## config.mk

```make
export PLATFORM = sky130hd
export DESIGN_NAME = bft_rank
export DESIGN_NICKNAME = d
export VERILOG_FILES = /design/src/hdl/bft_pkg.sv /design/src/hdl/bft_rank.sv
export SDC_FILE = /design/constraint.sdc
export NUM_CORES = 2
export LEC_CHECK = 0
export BUFFER_PORTS_ARGS = -buffer_cell sky130_fd_sc_hd__buf_2
export CAP_MARGIN = 10
export CORE_ASPECT_RATIO = 1.75
export CORE_MARGIN = 2
export CORE_UTILIZATION = 63
export DETAILED_ROUTE_END_ITERATION = 16
export PLACE_DENSITY = 0.77
export SLEW_MARGIN = 20
export SYNTH_ARGS = -nofsm -noshare
export SYNTH_HDL_FRONTEND = slang
export SYNTH_SLANG_ARGS = --single-unit
```

## constraint.sdc

```tcl
create_clock -name clk -period 9.6 [get_ports clk]
set_clock_uncertainty 0.1 [all_clocks]
set_input_delay 0 -clock clk [delete_from_list [all_inputs] [get_ports clk]]
set_output_delay 0 -clock clk [all_outputs]
set_load 0.005 [all_outputs]
```

## src/hdl/bft_pkg.sv

```systemverilog
// ----------------------------------------------------------------------------
// bft_pkg: shared types and constants of the bidirectional flow block
// Payload structs, stored record layouts and ranked-list command codes.
// ----------------------------------------------------------------------------
`default_nettype none

package bft_pkg;

  localparam int FLOW_ENTRIES_DEF = 1024;
  localparam int TOP_N_DEF        = 10;

  typedef struct packed {
    logic        op;
    logic [63:0] src_addr_hi;
    logic [63:0] src_addr_lo;
    logic [63:0] dst_addr_hi;
    logic [63:0] dst_addr_lo;
    logic [15:0] sport;
    logic [15:0] dport;
    logic [7:0]  protocol;
    logic        is_ipv6;
    logic [31:0] byte_count;
  } in_item_t;

  typedef struct packed {
    logic [63:0] out_src_hi;
    logic [63:0] out_src_lo;
    logic [63:0] out_dst_hi;
    logic [63:0] out_dst_lo;
    logic [15:0] out_src_port;
    logic [15:0] out_dst_port;
    logic [8:0]  out_proto_ver;
    logic [63:0] rx_byte_total;
    logic [63:0] tx_byte_total;
    logic [31:0] rx_packet_total;
    logic [31:0] tx_packet_total;
    logic        last;
  } out_item_t;

  // Stored flow key.
  typedef struct packed {
    logic [63:0] src_hi;
    logic [63:0] src_lo;
    logic [63:0] dst_hi;
    logic [63:0] dst_lo;
    logic        is_ipv6;
    logic [7:0]  protocol;
    logic [15:0] dport;
    logic [15:0] sport;
  } key_t;

  // Stored counters of one flow.
  typedef struct packed {
    logic [63:0] rx_octets;
    logic [63:0] tx_octets;
    logic [31:0] rx_pkts;
    logic [31:0] tx_pkts;
  } cnt_t;

  localparam int KEY_W = $bits(key_t);
  localparam int CNT_W = $bits(cnt_t);

  // Ranked list commands.
  localparam logic [2:0] RK_NOP    = 3'd0;
  localparam logic [2:0] RK_TOUCH  = 3'd1;
  localparam logic [2:0] RK_LOAD   = 3'd2;
  localparam logic [2:0] RK_CMP    = 3'd3;
  localparam logic [2:0] RK_FLUSH  = 3'd4;
  localparam logic [2:0] RK_DROP   = 3'd5;
  localparam logic [2:0] RK_CLEAR  = 3'd6;
  localparam logic [2:0] RK_ROTATE = 3'd7;

  typedef struct packed {
    logic [2:0] cmd;
    logic       by_pkts;
  } rank_ctl_t;

endpackage

`default_nettype wire

```

## src/hdl/bft_rank.sv

```systemverilog
// ----------------------------------------------------------------------------
// bft_rank: ranked talker list
// A ring of TOP_N+1 entries sorted by bubble passes through one comparator.
// ----------------------------------------------------------------------------
`default_nettype none

module bft_rank
  import bft_pkg::*;
#(
  parameter int FLOW_ENTRIES = FLOW_ENTRIES_DEF,
  parameter int TOP_N        = TOP_N_DEF,
  localparam int AW = $clog2(FLOW_ENTRIES)
) (
  input  wire logic            clk,
  input  wire logic            rst_n,
  input  wire rank_ctl_t       ctl,
  input  wire logic [AW-1:0]   touch_slot,
  input  wire logic [63:0]     touch_bmax,
  input  wire logic [31:0]     touch_pmax,
  output logic                 head_vld,
  output logic      [AW-1:0]   head_slot
);

  localparam int M = TOP_N + 1;

  typedef struct packed {
    logic          vld;
    logic [AW-1:0] slot;
    logic [63:0]   bmax;
    logic [31:0]   pmax;
  } ent_t;

  ent_t ring_r [M];
  ent_t ring_nxt [M];
  ent_t carry_r, carry_nxt;
  logic [M-1:0] hit;
  logic         gt;

  function automatic logic [63:0] key_of(input ent_t e, input logic by_pkts);
    return by_pkts ? {32'd0, e.pmax} : e.bmax;
  endfunction

  // Invalid entries rank below every valid one.
  assign gt = carry_r.vld &&
              (!ring_r[0].vld ||
               key_of(carry_r, ctl.by_pkts) > key_of(ring_r[0], ctl.by_pkts));

  always_comb begin
    for (int i = 0; i < M; i++) begin
      hit[i] = ring_r[i].vld && (ring_r[i].slot == touch_slot);
    end
  end

  always_comb begin
    for (int i = 0; i < M; i++) begin
      ring_nxt[i] = ring_r[i];
    end
    carry_nxt = carry_r;
    unique case (ctl.cmd)
      RK_TOUCH: begin
        for (int i = 0; i < M; i++) begin
          if (hit[i]) begin
            ring_nxt[i].bmax = touch_bmax;
            ring_nxt[i].pmax = touch_pmax;
          end
        end
        // The front slot is always free here, ahead of every valid entry.
        if (hit == '0) begin
          ring_nxt[0] = '{vld: 1'b1, slot: touch_slot, bmax: touch_bmax, pmax: touch_pmax};
        end
      end
      RK_LOAD, RK_ROTATE: begin
        if (ctl.cmd == RK_LOAD) begin
          carry_nxt = ring_r[0];
        end
        for (int i = 0; i < M - 1; i++) begin
          ring_nxt[i] = ring_r[i+1];
        end
        ring_nxt[M-1] = ring_r[0];
      end
      RK_CMP: begin
        for (int i = 0; i < M - 1; i++) begin
          ring_nxt[i] = ring_r[i+1];
        end
        ring_nxt[M-1] = gt ? ring_r[0] : carry_r;
        carry_nxt     = gt ? carry_r : ring_r[0];
      end
      RK_FLUSH: begin
        for (int i = 0; i < M - 1; i++) begin
          ring_nxt[i] = ring_r[i+1];
        end
        ring_nxt[M-1] = carry_r;
      end
      RK_DROP: begin
        if (ring_r[0].vld && ring_r[M-1].vld) begin
          ring_nxt[0].vld = 1'b0;
        end
      end
      RK_CLEAR: begin
        for (int i = 0; i < M; i++) begin
          ring_nxt[i].vld = 1'b0;
        end
      end
      default: begin
      end
    endcase
  end

  always_ff @(posedge clk) begin
    for (int i = 0; i < M; i++) begin
      ring_r[i].slot <= ring_nxt[i].slot;
      ring_r[i].bmax <= ring_nxt[i].bmax;
      ring_r[i].pmax <= ring_nxt[i].pmax;
      if (!rst_n) begin
        ring_r[i].vld <= 1'b0;
      end else begin
        ring_r[i].vld <= ring_nxt[i].vld;
      end
    end
    carry_r <= carry_nxt;
  end

  assign head_vld  = ring_r[0].vld;
  assign head_slot = ring_r[0].slot;

endmodule

`default_nettype wire

```

==> results.toml <==
[drt]
avgViaCountPerCell = 6.56
avgRoutedWirePerCell_um = 24.6
drt_wl_total_um = 159000
antenna_left = 0
first_iter_violations = 5449
route.detailed.drc = 0
vias = 42400
first_pass_iters = 7

[logic_synthesis]
avgSynthCellArea_um2 = 11.4
synthArstFlopShare_pct = 0
synth.distinct_cells = 52
netlist_area_um2 = 58100
yosysMostFrequentCell = "nand2_1"
yosys.area.top_type = "edfxtp_1"
ys.flop_type = "edfxtp_1"
synthTopCellsByArea = "edfxtp_1 (66%), nand2_1 (14%), a221oi_1 (2.9%), mux2_2 (2.5%), clkbuf_1 (1.8%)"
synth_seq_area_share_pct = 66.2
synth_edf_count = 1273
ys_top_cells_by_count = "nand2_1 (2192), edfxtp_1 (1273), clkbuf_1 (276)"
yosysTopAreaCellShare_pct = 65.8
syn_nets = 5277
ys_warn_count = 0
syn_inst = 5101
synth-seq-cells = 1284

[worst_setup_path]
ff2ff_path_depth = 10
rrSetupSlack_ns = 5.02
rr_endpoint = "carry_r[73]"
startpoint_type = "register"
critPathArrivalTime_ns = 4.83
rr_startpoint = "carry_r[78]"
critPathKind = "register to register"
cp-end-kind = "register"
path_max_fanout = 67
critical_path_required_ns = 9.85

[clock_tree]
numCtsBuffers = 112
postCtsSetupRepairBufs = 0
htree_levels = 3
clkLatencyLatePin_ns = 0.75
numClockSinks = 1284
path_clk_slew_ns = 0.07
clock_path_buffers = 3
cts-hold-fix-buffers = 111
cts_tree = "built"
post_cts_resize_count = 0
clock_tree.root_cell = "clkbuf_16"

[power_and_ir_drop]
switching_share_pct = 26.7
p_leak_nw = 25.6
p_int_mw = 10.3
power_frac_seq_pct = 53.3
p_sw_mw = 3.76
combPwrFrac_pct = 12.7
peakVddDrop_mv = 0.175
powerDensity_nw_per_um2 = 218
clkPwrFrac_pct = 34.0
p_total_mw = 14.1

[floorplan]
start_util_pct = 63.4
fp-row-count = 147
fp.dieH_um = 406
io_pins = 123
dieArea_um2 = 94800
die_w_um = 234
core_area_um2 = 91600

[timing]
post-route-period-util_pct = 47.7
max_slew_margin_pct = 21.8
finalCriticalPeriod_ns = 4.58
rsz0062_at_grt = "no"
fin_ws_ns = 5.02
setup_viol = 0
report.final.slew_viol_count = 0
hold_viol_final = 0
finalSetupTns_ns = 0
max_freq_ghz = 0.218
worst_pin_slew_ns = 1.17
hold_slack_ns = 0.0440

[run_status]
status = "finished, final reports clean"

[finish]
area_growth_pct = 10.8
fin_util_pct = 70.3
drive_gt1_share_pct = 9.85
fin_cells = 6467
layout.nets = 5334
design_area_um2 = 64400

[global_routing]
grt_max_degree = 232
grt_use_total_pct = 33.4
grt_pass1_wl_um = 240000
antenna_found_initial = 15
grt.overflow.total = 0
grt_pass1_vias = 41600

[flow_run]
drv_cap = 0

[placement]
hpwl_um = 90300
dp_slack_ns = 4.47
routabilityCongestion = 0.884
place_area_um2 = 59400
io_buffers = 122
placedCellCount = 6125

[hold_path]
hold_depth = 4
min-delay-start = "rst_n"
hold_path_class = "input pin to register"
min_to = "ring_r[5][106]"
## cell usage in the layout, fill, tap and decap left out, types with 10 or more instances in the layout
cell / synthesis / routed
a21oi_1: 33 / 31
a221oi_1: 194 / 194
a31oi_1: 106 / 106
buf_2: 28 / 118
buf_4: 16 / 52
bufinv_16: 0 / 16
clkbuf_1: 276 / 13
clkbuf_16: 0 / 112
clkinv_1: 1 / 19
clkinv_2: 0 / 25
clkinvlp_4: 0 / 15
dfxtp_1: 11 / 11
diode_2: 0 / 18
dlygate4sd3_1: 0 / 111
edfxtp_1: 1273 / 1273
ha_1: 64 / 64
mux2_1: 10 / 10
mux2_2: 128 / 128
mux2i_1: 32 / 32
nand2_1: 2192 / 2187
nand2b_1: 34 / 34
nand3_1: 119 / 119
nand4_1: 133 / 133
nor2b_1: 37 / 36
nor3_1: 13 / 13
o2111ai_1: 96 / 96
o21ai_0: 118 / 113
xnor2_1: 111 / 110
## worst max-delay path: stages (launching register included)
cell and delay, ns:
edfxtp_1 0.43, nor2b_1 0.17, ha_1 0.34, a21oi_1 0.22, nand2_1 0.19, a221o_1 0.42, o31a_1 0.32, nor2_4 0.71
a21oi_1 0.22, a21oi_4 0.20, buf_4 0.84
## kinds of logic after synthesis
group	Yosys count	share of synthesized area, %
flops	1284	66.2
xor+xnor	111	1.67
fa+ha+maj	64	1.38
mux	170	3.23
compound gates	571	7.19
buf+inv	351	2.57
simple gates	2550	17.8
## sequential cells by signal (all words and copies together) (netlist names)
name and cells:
carry_r 107, ring_r 1177
## final cells by class
type	count	area, um^2
Clock inverter	85	940
Antenna cell	18	45.0
Sequential cell	1284	38400
Timing Repair Buffer	286	2190
Fill cell	6439	27200
Multi-Input combinational cell	3466	18300
Inverter	8	42.5
Tap cell	1192	1490
Clock buffer	128	2890
## worst max path at each step
stage	start	endpoint	slack, ns	cells past startpoint
floorplan	ctl[3]	ring_r[0][0]	0.70	7
global placement	ctl[0]	carry_r[84]	4.52	12
detailed placement	ctl[0]	carry_r[83]	4.47	12
CTS	carry_r[79]	carry_r[73]	5.13	10
global route	ctl[0]	carry_r[29]	4.85	12
finish	carry_r[78]	carry_r[73]	5.02	10
## metal layers
layer | up-vias | GRT usage [%] | share of wire [%] | wire length (um)
met5 | - | 0 | 0.049 | 78
met4 | 12 | 18.2 | 5.5 | 8740
met3 | 606 | 5.48 | 9.7 | 15500
met2 | 2751 | 54.6 | 48 | 77100
met1 | 20600 | 42.6 | 36 | 57800
li1 | 18500 | - | - | -
## power groups by stage
stage               Clock [mW]  Combinational, mW  Sequential (mW)
floorplan                    0               1.18             7.50
global placement             0               1.64             7.57
detailed placement           0               1.70             7.59
CTS                       4.80               1.76             7.48
global route              5.00               1.95             7.54
finish                    4.78               1.79             7.49
Note: power is estimated with default switching activity, not from simulation.
