===== src/hdl/bft_ram.sv =====
// ----------------------------------------------------------------------------
// bft_ram: generic single-port-write, single-port-read RAM
// One write and one registered read per cycle.
// ----------------------------------------------------------------------------
`default_nettype none

module bft_ram #(
  parameter int WIDTH = 8,
  parameter int DEPTH = 16,
  localparam int AW = $clog2(DEPTH)
) (
  input  wire logic             clk,
  input  wire logic             wr_en,
  input  wire logic [AW-1:0]    wr_addr,
  input  wire logic [WIDTH-1:0] wr_data,
  input  wire logic             rd_en,
  input  wire logic [AW-1:0]    rd_addr,
  output logic      [WIDTH-1:0] rd_data
);

  logic [WIDTH-1:0] mem [DEPTH];

  always_ff @(posedge clk) begin
    if (wr_en) begin
      mem[wr_addr] <= wr_data;
    end
    if (rd_en) begin
      rd_data <= mem[rd_addr];
    end
  end

endmodule

`default_nettype wire


===== config.mk =====
export PLATFORM = sky130hd
export DESIGN_NAME = bft_ram
export DESIGN_NICKNAME = d
export VERILOG_FILES = /design/src/hdl/bft_ram.sv
export SDC_FILE = /design/constraint.sdc
export NUM_CORES = 1
export LEC_CHECK = 0
export ABC_AREA = 0
export BUFFER_PORTS_ARGS = -buffer_cell sky130_fd_sc_hd__buf_2
export CORE_MARGIN = 1.5
export CORE_UTILIZATION = 50
export CTS_CLUSTER_DIAMETER = 80
export DETAILED_ROUTE_END_ITERATION = 8
export GPL_ROUTABILITY_DRIVEN = 0
export PLACE_DENSITY = 0.75
export SLEW_MARGIN = 20
export SYNTH_ARGS = -nofsm -noshare
export SYNTH_HDL_FRONTEND = slang
export SYNTH_SLANG_ARGS = --single-unit

===== constraint.sdc =====
create_clock -name clk -period 1.85 [get_ports clk]
set_input_delay 0.37 -clock clk [delete_from_list [all_inputs] [get_ports clk]]
set_output_delay 0.37 -clock clk [all_outputs]
set_load 0.005 [all_outputs]

==> qor.yml, run 1 <==
outcome:
  status: "completed"
clock_network:
  cts_resized: 0
  clk_latency_ns: 0.52
  htreeDepth: 4
  cts_buffers: 17
  cts_hold_buffers: 0
  clockBufferDepth: 2
  cts.sinks: 136
  cts_tree: "yes"
  postCtsSetupBuffers: 0
  clk_pin_slew_worst_paths_ns: 0.06
  cts-root-buf: "clkbuf_8"
layout:
  layout_common_cells: "edfxtp_1 (136), buf_2 (26), buf_4 (21)"
  nNetsFinal: 307
  fin_cells: 437
  mostFrequentLayoutCell: "edfxtp_1"
  area_delta_synth_final_pct: 20.6
  antenna_cells: 0
  final_core_util: 0.616
  final_layout_size_suffix_gt1_frac: 0.332
die:
  core_area_mm2: 0.0102
  start_util: 0.511
  io_pins: 27
  die_h_um: 105
  fp.dieArea_mm2: 0.0111
  die_width_um: 105
  rows: 37
drt:
  drtAntennaViolNets: 0
  totalWireLength_um: 9950
  via_per_inst: 5.82
  drc: 0
  first_pass_iters: 5
  drt_iter0_markers: 246
  wl_per_cell_um: 22.8
  vias: 2544
power:
  peakVddDrop_mv: 0.607
  swShare: 0.196
  internal_power_mw: 5.95
  p_per_area_mw_per_mm2: 1170
  p_leak_nw: 2.16
  power_frac_comb: 0.044
  p_seq_frac: 0.472
  p_clk_frac: 0.484
  switching_power_mw: 1.45
synth:
  syn_avg_cell_area_um2: 22.8
  ys_seq_area_frac: 0.781
  syn_area_mm2: 0.00523
  syn_nets: 248
  ys_ff_latch: 136
  netlist_instances: 229
  ys.warnings.count: 0
  synth_cell_types: 18
timing:
  rsz0062_at_grt: "false"
  drv_slew: 0
  relSlewSlack: 0.741
  min_period_ns: 1.51
  clock_skew_ns: 0.0104
  clock.fmax_mhz: 663
  min_period_over_period: 0.816
  hold_viol_final: 0
  worst_pin_slew_ns: 0.388
  final-setup-viol-count: 0
  fin_tns_setup_ns: 0
global_route:
  track_usage: 0.199
  grt_pass1_wl_um: 15300
  grt_start_max_net_pins: 33
  first_global_vias: 2578
  grt_overflow: 0
  antenna_found_initial: 0
worst_setup_path:
  crit_required_ns: 2.11
  crit_arrival_ns: 1.77
  critPathSlowestCell: "mux4_1"
  path_buf_inv: 0
  crit_family: "multiplexers"
  endpoint_kind: "flip-flop"
  worst-path-max-fanout: 1
  path_class: "flip-flop to flip-flop"
  worstSetupStartpointType: "flip-flop"
  path_cells: "mux4_1 > a22oi_1 > nand2_1"
  critical-path-max-stage-delay_ns: 0.50
placed_design:
  placedCellCount: 405
  io_buffers: 26
  dp_hpwl_um: 6190
flow_run:
  drv_cap: 0
hold_path:
  hp-class: "input port to flip-flop"
-- per-stage QoR --
step                instance area (um2)  worst slack (ns)  hold slack, ns  total power [mW]
detailed placement                 5660           -0.0893           0.737              3.88
CTS                                6300             0.319           0.204              7.44
floorplan                          5230             0.198           0.469              3.73
finish                             6300             0.341           0.218              7.40
global route                       6300             0.266           0.215              7.59
global placement                   5660           -0.0639           0.722              3.87
-- path summary, 6_finish.rpt --
| kind | start | cells after the start | slack [ns] | to |
|---|---|---|---|---|
| max | mem[9][4]$_DFFE_PP_ | 3 | 0.34 | rd_data[4]$_DFFE_PP_ |
| min | wr_data[5] | 1 | 0.22 | mem[7][5]$_DFFE_PP_ |
| max reg2reg | mem[9][4]$_DFFE_PP_ | 3 | 0.34 | rd_data[4]$_DFFE_PP_ |
| min reg2reg | mem[7][2]$_DFFE_PP_ | 3 | 0.75 | rd_data[2]$_DFFE_PP_ |
-- cell families (layout without fill, tap and decap cells) --
group                  count (synthesis)  count (layout)  share of synthesized area
DFF                                  136             136                      0.781
AOI/OAI and AO/OA                     16              16                     0.0230
buffers and inverters                 10              82                     0.0165
muxes                                 32              32                      0.148
and+or+nand+nor                       35              35                     0.0314
-- synth_stat cells --
cell type | instances | area share
nor2b_1 | 1 | 0.0012
nand2_1 | 9 | 0.0065
mux4_1 | 14 | 0.070
nand2b_1 | 2 | 0.0024
buf_4 | 1 | 0.0014
buf_2 | 3 | 0.0029
nand3b_1 | 2 | 0.0029
buf_6 | 3 | 0.0065
nor2_1 | 13 | 0.0093
nor3_1 | 4 | 0.0038
nand3_1 | 1 | 0.00096
clkdlybuf4s25_2 | 3 | 0.0057
mux4_2 | 18 | 0.078
a22oi_1 | 16 | 0.023
or3b_2 | 1 | 0.0017
and2_1 | 1 | 0.0012
edfxtp_1 | 136 | 0.78
and2b_1 | 1 | 0.0014
-- layout make-up --
type | instances | area, um2
flip-flops and latches | 136 | 4080
fillers | 668 | 3930
clock buffers | 17 | 414
repair buffers | 50 | 348
clock inverters | 15 | 224
well taps | 136 | 170
multi-input cells | 83 | 1060
-- sequential cells by signal, summed over array words and instances, names as in the netlist --
register and count:
mem 128, rd_data 8
-- routing by layer --
| metal | wire, um | vias to the layer above | track usage |
|---|---|---|---|
| met4 | 139 | 0 | 0.0841 |
| met2 | 4900 | 125 | 0.313 |
| li1 | - | 1102 | - |
| met1 | 4190 | 1306 | 0.262 |
| met3 | 725 | 11 | 0.0588 |
| met5 | 0 | - | 0 |
-- power by group through the flow --
stage                     logic (mW)  registers [mW]  clock network [mW]
after global placement         0.315            3.55                   0
after detailed placement       0.325            3.56                   0
after floorplan                0.175            3.55                   0
final                          0.324            3.49                3.58
after CTS                      0.327            3.49                3.61
after global routing           0.349            3.50                3.74
-- worst register-to-register path, cell delays in order, from the launching register on --
cell,delay (ns)
edfxtp_1,0.36
mux4_1,0.50
a22oi_1,0.28
nand2_1,0.11
(Power assumes the default switching activity.)
==> run 2: changes to the inputs <==
PLACE_DENSITY = 0.72   (was 0.75)
clock period = 1.4 ns   (was 1.85 ns; I/O delays follow)
==> run 2 against run 1 <==
Compared with the run above:
- the run now ends with negative setup slack left
- combinational power increased by 47%
- flip-flop and latch count stayed put
- count of clock-buffer cells in the layout unchanged
- cell area about the same
- worst hold slack got worse by 0.072 ns
- critical path depth is the same
- cell count is 0.69% higher
- non-clock buffer count is 3 higher
- wire length grew 4.7%
- clock power up 8.7%
- global-route usage is 1.0 points higher
- register-to-register slack worse by 0.37 ns
- critical endpoint is now rd_data[5]$_DFFE_PP_
==> qor.yml, run 2 (same netlist as run 1, synthesis figures left out) <==
worst_setup_path:
  reg2reg_depth: 3
  path_class: "flip-flop to flip-flop"
  r2r_start: "mem[12][5]$_DFFE_PP_"
  worstSetupStartpoint: "mem[12][5]$_DFFE_PP_"
  endpoint_kind: "flip-flop"
  critical-path-max-stage-delay_ns: 0.50
  critPathSlowestCell: "mux4_2"
  r2r-end: "rd_data[5]$_DFFE_PP_"
  crit_arrival_ns: 1.69
  crit_required_ns: 1.66
  crit_end: "rd_data[5]$_DFFE_PP_"
  r2r_setup_slack_ns: -0.03
  worstSetupStartpointType: "flip-flop"
  worst-path-max-fanout: 1
  path_cells: "mux4_2 > a22oi_1 > nand2_1"
placed_design:
  io_buffers: 26
  dp_hpwl_um: 6450
  placed_area_mm2: 0.00575
  dp_slack_ns: -0.438
layout:
  area_delta_synth_final_pct: 20.5
  final_area_mm2: 0.00630
  nNetsFinal: 310
  top_register: "mem"
  final_layout_size_suffix_gt1_frac: 0.408
  mostFrequentLayoutCell: "edfxtp_1"
  antenna_cells: 0
  layout_common_cells: "edfxtp_1 (136), mux4_2 (30), buf_2 (26)"
  top_regs: "mem x128, rd_data x8"
  largest_reg_flops: 128
global_route:
  track_usage: 0.210
  grt_start_max_net_pins: 20
  grt_pass1_wl_um: 16000
  antenna_found_initial: 0
  grt_overflow: 0
  first_global_vias: 2695
drt:
  totalWireLength_um: 10400
  via_per_inst: 5.70
  routedLengthMet1_um: 4200
  wl_met3_um: 685
  vias: 2507
  first_pass_iters: 4
  wl_met2_um: 5380
  drc: 0
  wl_per_cell_um: 23.7
  routed.top_layer: "met4"
  drt_iter0_markers: 237
  drtAntennaViolNets: 0
timing:
  min_period_ns: 1.43
  clock.fmax_mhz: 700
  min_period_over_period: 1.02
  final-setup-viol-count: 3
  clock_skew_ns: 0.00720
  hold_viol_final: 0
  setup_slack_ns: -0.0276
  worst_pin_slew_ns: 0.874
  rsz0062_at_grt: "true"
  drv_slew: 0
  relSlewSlack: 0.415
die:
  die_width_um: 105
  fp.dieArea_mm2: 0.0111
  core_area_mm2: 0.0102
  die_h_um: 105
  rows: 37
  io_pins: 27
  start_util: 0.511
power:
  peakVddDrop_mv: 0.731
  p_leak_nw: 2.09
  p_per_area_mw_per_mm2: 1430
clock_network:
  cts-root-buf: "clkbuf_8"
  cts_buffers: 17
  cts_hold_buffers: 0
  postCtsSetupBuffers: 0
  clockBufferDepth: 2
  clk_pin_slew_worst_paths_ns: 0.06
  htreeDepth: 4
  cts.sinks: 136
  clk_latency_ns: 0.52
  cts_tree: "yes"
flow_run:
  drv_cap: 0
hold_path:
  hp-class: "input port to flip-flop"
outcome:
  status: "finished with violations"
  violations: "negative setup slack"
==> run 2: cell count changes in the layout (fill, tap and decap cells not counted), moves of 3 or more <==
| cell | change |
|---|---|
| clkinvlp_4 | +4 |
| buf_12 | +6 |
| mux4_1 | -12 |
| a22oi_2 | +6 |
| buf_4 | -3 |
| clkinv_2 | +3 |
| nor2_2 | +3 |
| mux4_2 | +12 |
| a22oi_1 | -6 |
| bufinv_16 | -4 |
| nor2_1 | -3 |
| inv_6 | -3 |
==> run 2: layout make-up <==
class / count / area (um2)
clock buffers: 17 / 414
multi-input cells: 83 / 1070
clock inverters: 15 / 113
well taps: 136 / 170
flip-flops and latches: 136 / 4080
fillers: 676 / 3930
repair buffers: 53 / 445
==> run 2: critical path, delay by kind of cell (launching register included) <==
kind,cells,cell delay [ns]
compound gates,1,0.19
mux,1,0.50
flops,1,0.41
simple gates,1,0.07
==> run 2: worst min path at each step <==
stage,start,end,cells after the start
floorplan,wr_data[0],mem[0][0]$_DFFE_PP_,0
global placement,wr_data[2],mem[7][2]$_DFFE_PP_,1
detailed placement,rd_en,rd_data[2]$_DFFE_PP_,1
CTS,wr_data[6],mem[5][6]$_DFFE_PP_,1
global route,rd_en,rd_data[2]$_DFFE_PP_,1
finish,wr_data[6],mem[9][6]$_DFFE_PP_,1
==> run 2: repair_timing <==
action	in CTS	in global routing
endpoints found under the setup margin	7	9
gates resized for setup	5	3
gates cloned	0	0
pin swaps	0	3
==> run 2: routing by layer <==
metal  up-vias  global-route usage
met4         0              0.0900
met2       103               0.342
met1      1299               0.274
met5         -                   0
met3        15              0.0482
li1       1090                   -
==> run 2: where the power goes <==
part           internal, mW  leakage, nW  switching [mW]
Clock                  2.31        0.249            1.58
Sequential             4.59         1.24          0.0290
Combinational         0.220        0.606           0.257
==> run 2: through the flow <==
stage | util | TNS, ns | std cells | hold WS (ns) | total power, mW
floorplan | - | -0.677 | 229 | 0.379 | 4.95
global placement | 0.562 | -3.94 | 408 | 0.667 | 5.15
detailed placement | 0.562 | -5.00 | 408 | 0.676 | 5.17
CTS | 0.615 | -0.122 | 440 | 0.128 | 9.05
global route | 0.616 | -0.269 | 440 | 0.132 | 9.25
finish | 0.616 | -0.0405 | 440 | 0.146 | 8.99
==> run 3: changes to the inputs <==
SETUP_SLACK_MARGIN = 0.4   (was unset)
==> run 3 against run 2 <==
Compared with the run above:
- clock skew decreased by 0.0014 ns
- clock power decreased by 8.7%
- flip-flop and latch count unchanged
- the run still ends with negative setup slack left
- worst setup slack got worse by 0.052 ns
- critical endpoint unchanged
- count of clock-buffer cells in the layout increased by 4
- highest routed layer unchanged
==> qor.yml, run 3 (same netlist as run 1, synthesis figures left out) <==
worst_setup_path:
  crit_family: "multiplexers"
  endpoint_kind: "flip-flop"
  worstSetupStartpoint: "mem[3][5]$_DFFE_PP_"
  critPathSlowestCell: "mux4_2"
  crit_arrival_ns: 1.73
  path_class: "flip-flop to flip-flop"
  critical-path-max-stage-delay_ns: 0.48
  reg2reg_depth: 3
  crit_cells: 3
  crit_end: "rd_data[5]$_DFFE_PP_"
  path_buf_inv: 0
  path_cells: "mux4_2 > a22oi_1 > nand2_1"
  crit_required_ns: 1.65
  worst-path-max-fanout: 1
  r2r_start: "mem[3][5]$_DFFE_PP_"
  worstSetupStartpointType: "flip-flop"
  r2r-end: "rd_data[5]$_DFFE_PP_"
  r2r_setup_slack_ns: -0.08
outcome:
  violations: "negative setup slack"
  status: "finished with violations"
global_route:
  antenna_found_initial: 0
  grt_overflow: 0
  grt_pass1_wl_um: 15400
  first_global_vias: 2591
  grt_start_max_net_pins: 17
  track_usage: 0.200
layout:
  top_regs: "mem x128, rd_data x8"
  layout_common_cells: "edfxtp_1 (136), mux4_2 (32), buf_2 (25)"
  final_layout_size_suffix_gt1_frac: 0.422
  num-fill-cells: 697
  top_register: "mem"
  fin_cells: 432
  largest_reg_flops: 128
  nNetsFinal: 305
  antenna_cells: 0
  mostFrequentLayoutCell: "edfxtp_1"
  area_delta_synth_final_pct: 21.1
timing:
  relSlewSlack: 0.470
  drv_slew: 0
  min_period_ns: 1.48
  clock.fmax_mhz: 676
  clock_skew_ns: 0.00579
  timing.hold.ws_ns: 0.149
  min_period_over_period: 1.06
  worst_pin_slew_ns: 0.793
  setup_slack_ns: -0.0799
  final-setup-viol-count: 5
  hold_viol_final: 0
  rsz0062_at_grt: "true"
clock_network:
  cts_hold_buffers: 0
  htreeDepth: 4
  cts_buffers: 17
  clk_pin_slew_worst_paths_ns: 0.06
  cts_tree: "yes"
  clk_latency_ns: 0.51
  cts.sinks: 136
  cts-root-buf: "clkbuf_8"
  postCtsSetupBuffers: 0
  clockBufferDepth: 2
placed_design:
  placedCellCount: 403
  io_buffers: 26
  dp_hpwl_um: 6380
drt:
  first_pass_iters: 4
  totalWireLength_um: 10100
  drt_iter0_markers: 198
  drc: 0
  wl_per_cell_um: 23.4
  vias: 2464
  drtAntennaViolNets: 0
  via_per_inst: 5.70
die:
  io_pins: 27
  core_area_mm2: 0.0102
  start_util: 0.511
  rows: 37
  die_width_um: 105
  die_h_um: 105
  fp.dieArea_mm2: 0.0111
hold_path:
  hp-class: "input port to flip-flop"
power:
  p_per_area_mw_per_mm2: 1370
  total_power_mw: 8.67
  peakVddDrop_mv: 0.660
  p_leak_nw: 2.06
flow_run:
  drv_cap: 0
[run 3: cell types whose count changed in the layout (fill, tap and decap cells not counted), moves of 3 or more]
cell / previous run / this run
a22oi_1: 10 / 13
a22oi_2: 6 / 3
buf_4: 18 / 12
clkbuf_1: 0 / 4
clkinvlp_4: 4 / 0
nor2_1: 10 / 1
nor2_2: 3 / 0
nor2_4: 0 / 12
nor3_4: 1 / 4
[run 3: area by class of cell]
class	instances	area, um2	share of cell area
repair buffers	48	427	0.0674
clock inverters	8	35.0	0.00553
well taps	136	170	0.0269
flip-flops and latches	136	4080	0.645
clock buffers	21	429	0.0678
multi-input cells	83	1190	0.188
[run 3: worst min-delay path by stage]
stage / to / startpoint / depth (start not counted) / slack (ns)
after global placement: mem[4][2]$_DFFE_PP_ / wr_data[2] / 1 / 0.66
after global routing: rd_data[4]$_DFFE_PP_ / rd_en / 1 / 0.14
after floorplan: mem[0][0]$_DFFE_PP_ / wr_data[0] / 0 / 0.38
after CTS: rd_data[2]$_DFFE_PP_ / rd_en / 1 / 0.13
final: mem[12][6]$_DFFE_PP_ / wr_data[6] / 1 / 0.15
after detailed placement: rd_data[3]$_DFFE_PP_ / rd_en / 1 / 0.66
[run 3: layer usage]
layer,part of all wire,track usage,vias up
met5,0,0,-
met4,0.015,0.0920,0
met3,0.042,0.0458,10
met2,0.53,0.331,65
met1,0.41,0.254,1307
li1,-,-,1082
[run 3: worst register-to-register path: stages (launching register included)]
cell and delay [ns]:
edfxtp_1 0.36, mux4_2 0.48, a22oi_1 0.30, nand2_1 0.09
[run 3: timing repair]
item	in CTS	in global routing
gates cloned	0	0
pin swaps	4	0
endpoints found under the setup margin	24	16
gates resized for setup	6	0
[run 3: metrics by stage]
stage               TNS, ns  utilization  instance area [um2]  setup WS, ns
detailed placement    -6.70        0.572                 5850        -0.428
global placement      -5.46        0.572                 5850        -0.400
CTS                  -0.241        0.619                 6330       -0.0669
global route         -0.434        0.619                 6330        -0.110
finish               -0.244        0.619                 6330       -0.0799
floorplan            -0.737            -                 5380       -0.0804
[run 3: power breakdown]
group / internal (mW) / switching [mW] / total (mW)
registers: 4.59 / 0.0293 / 4.62
logic: 0.226 / 0.275 / 0.501
clock network: 2.10 / 1.45 / 3.55
total: 6.92 / 1.76 / 8.67
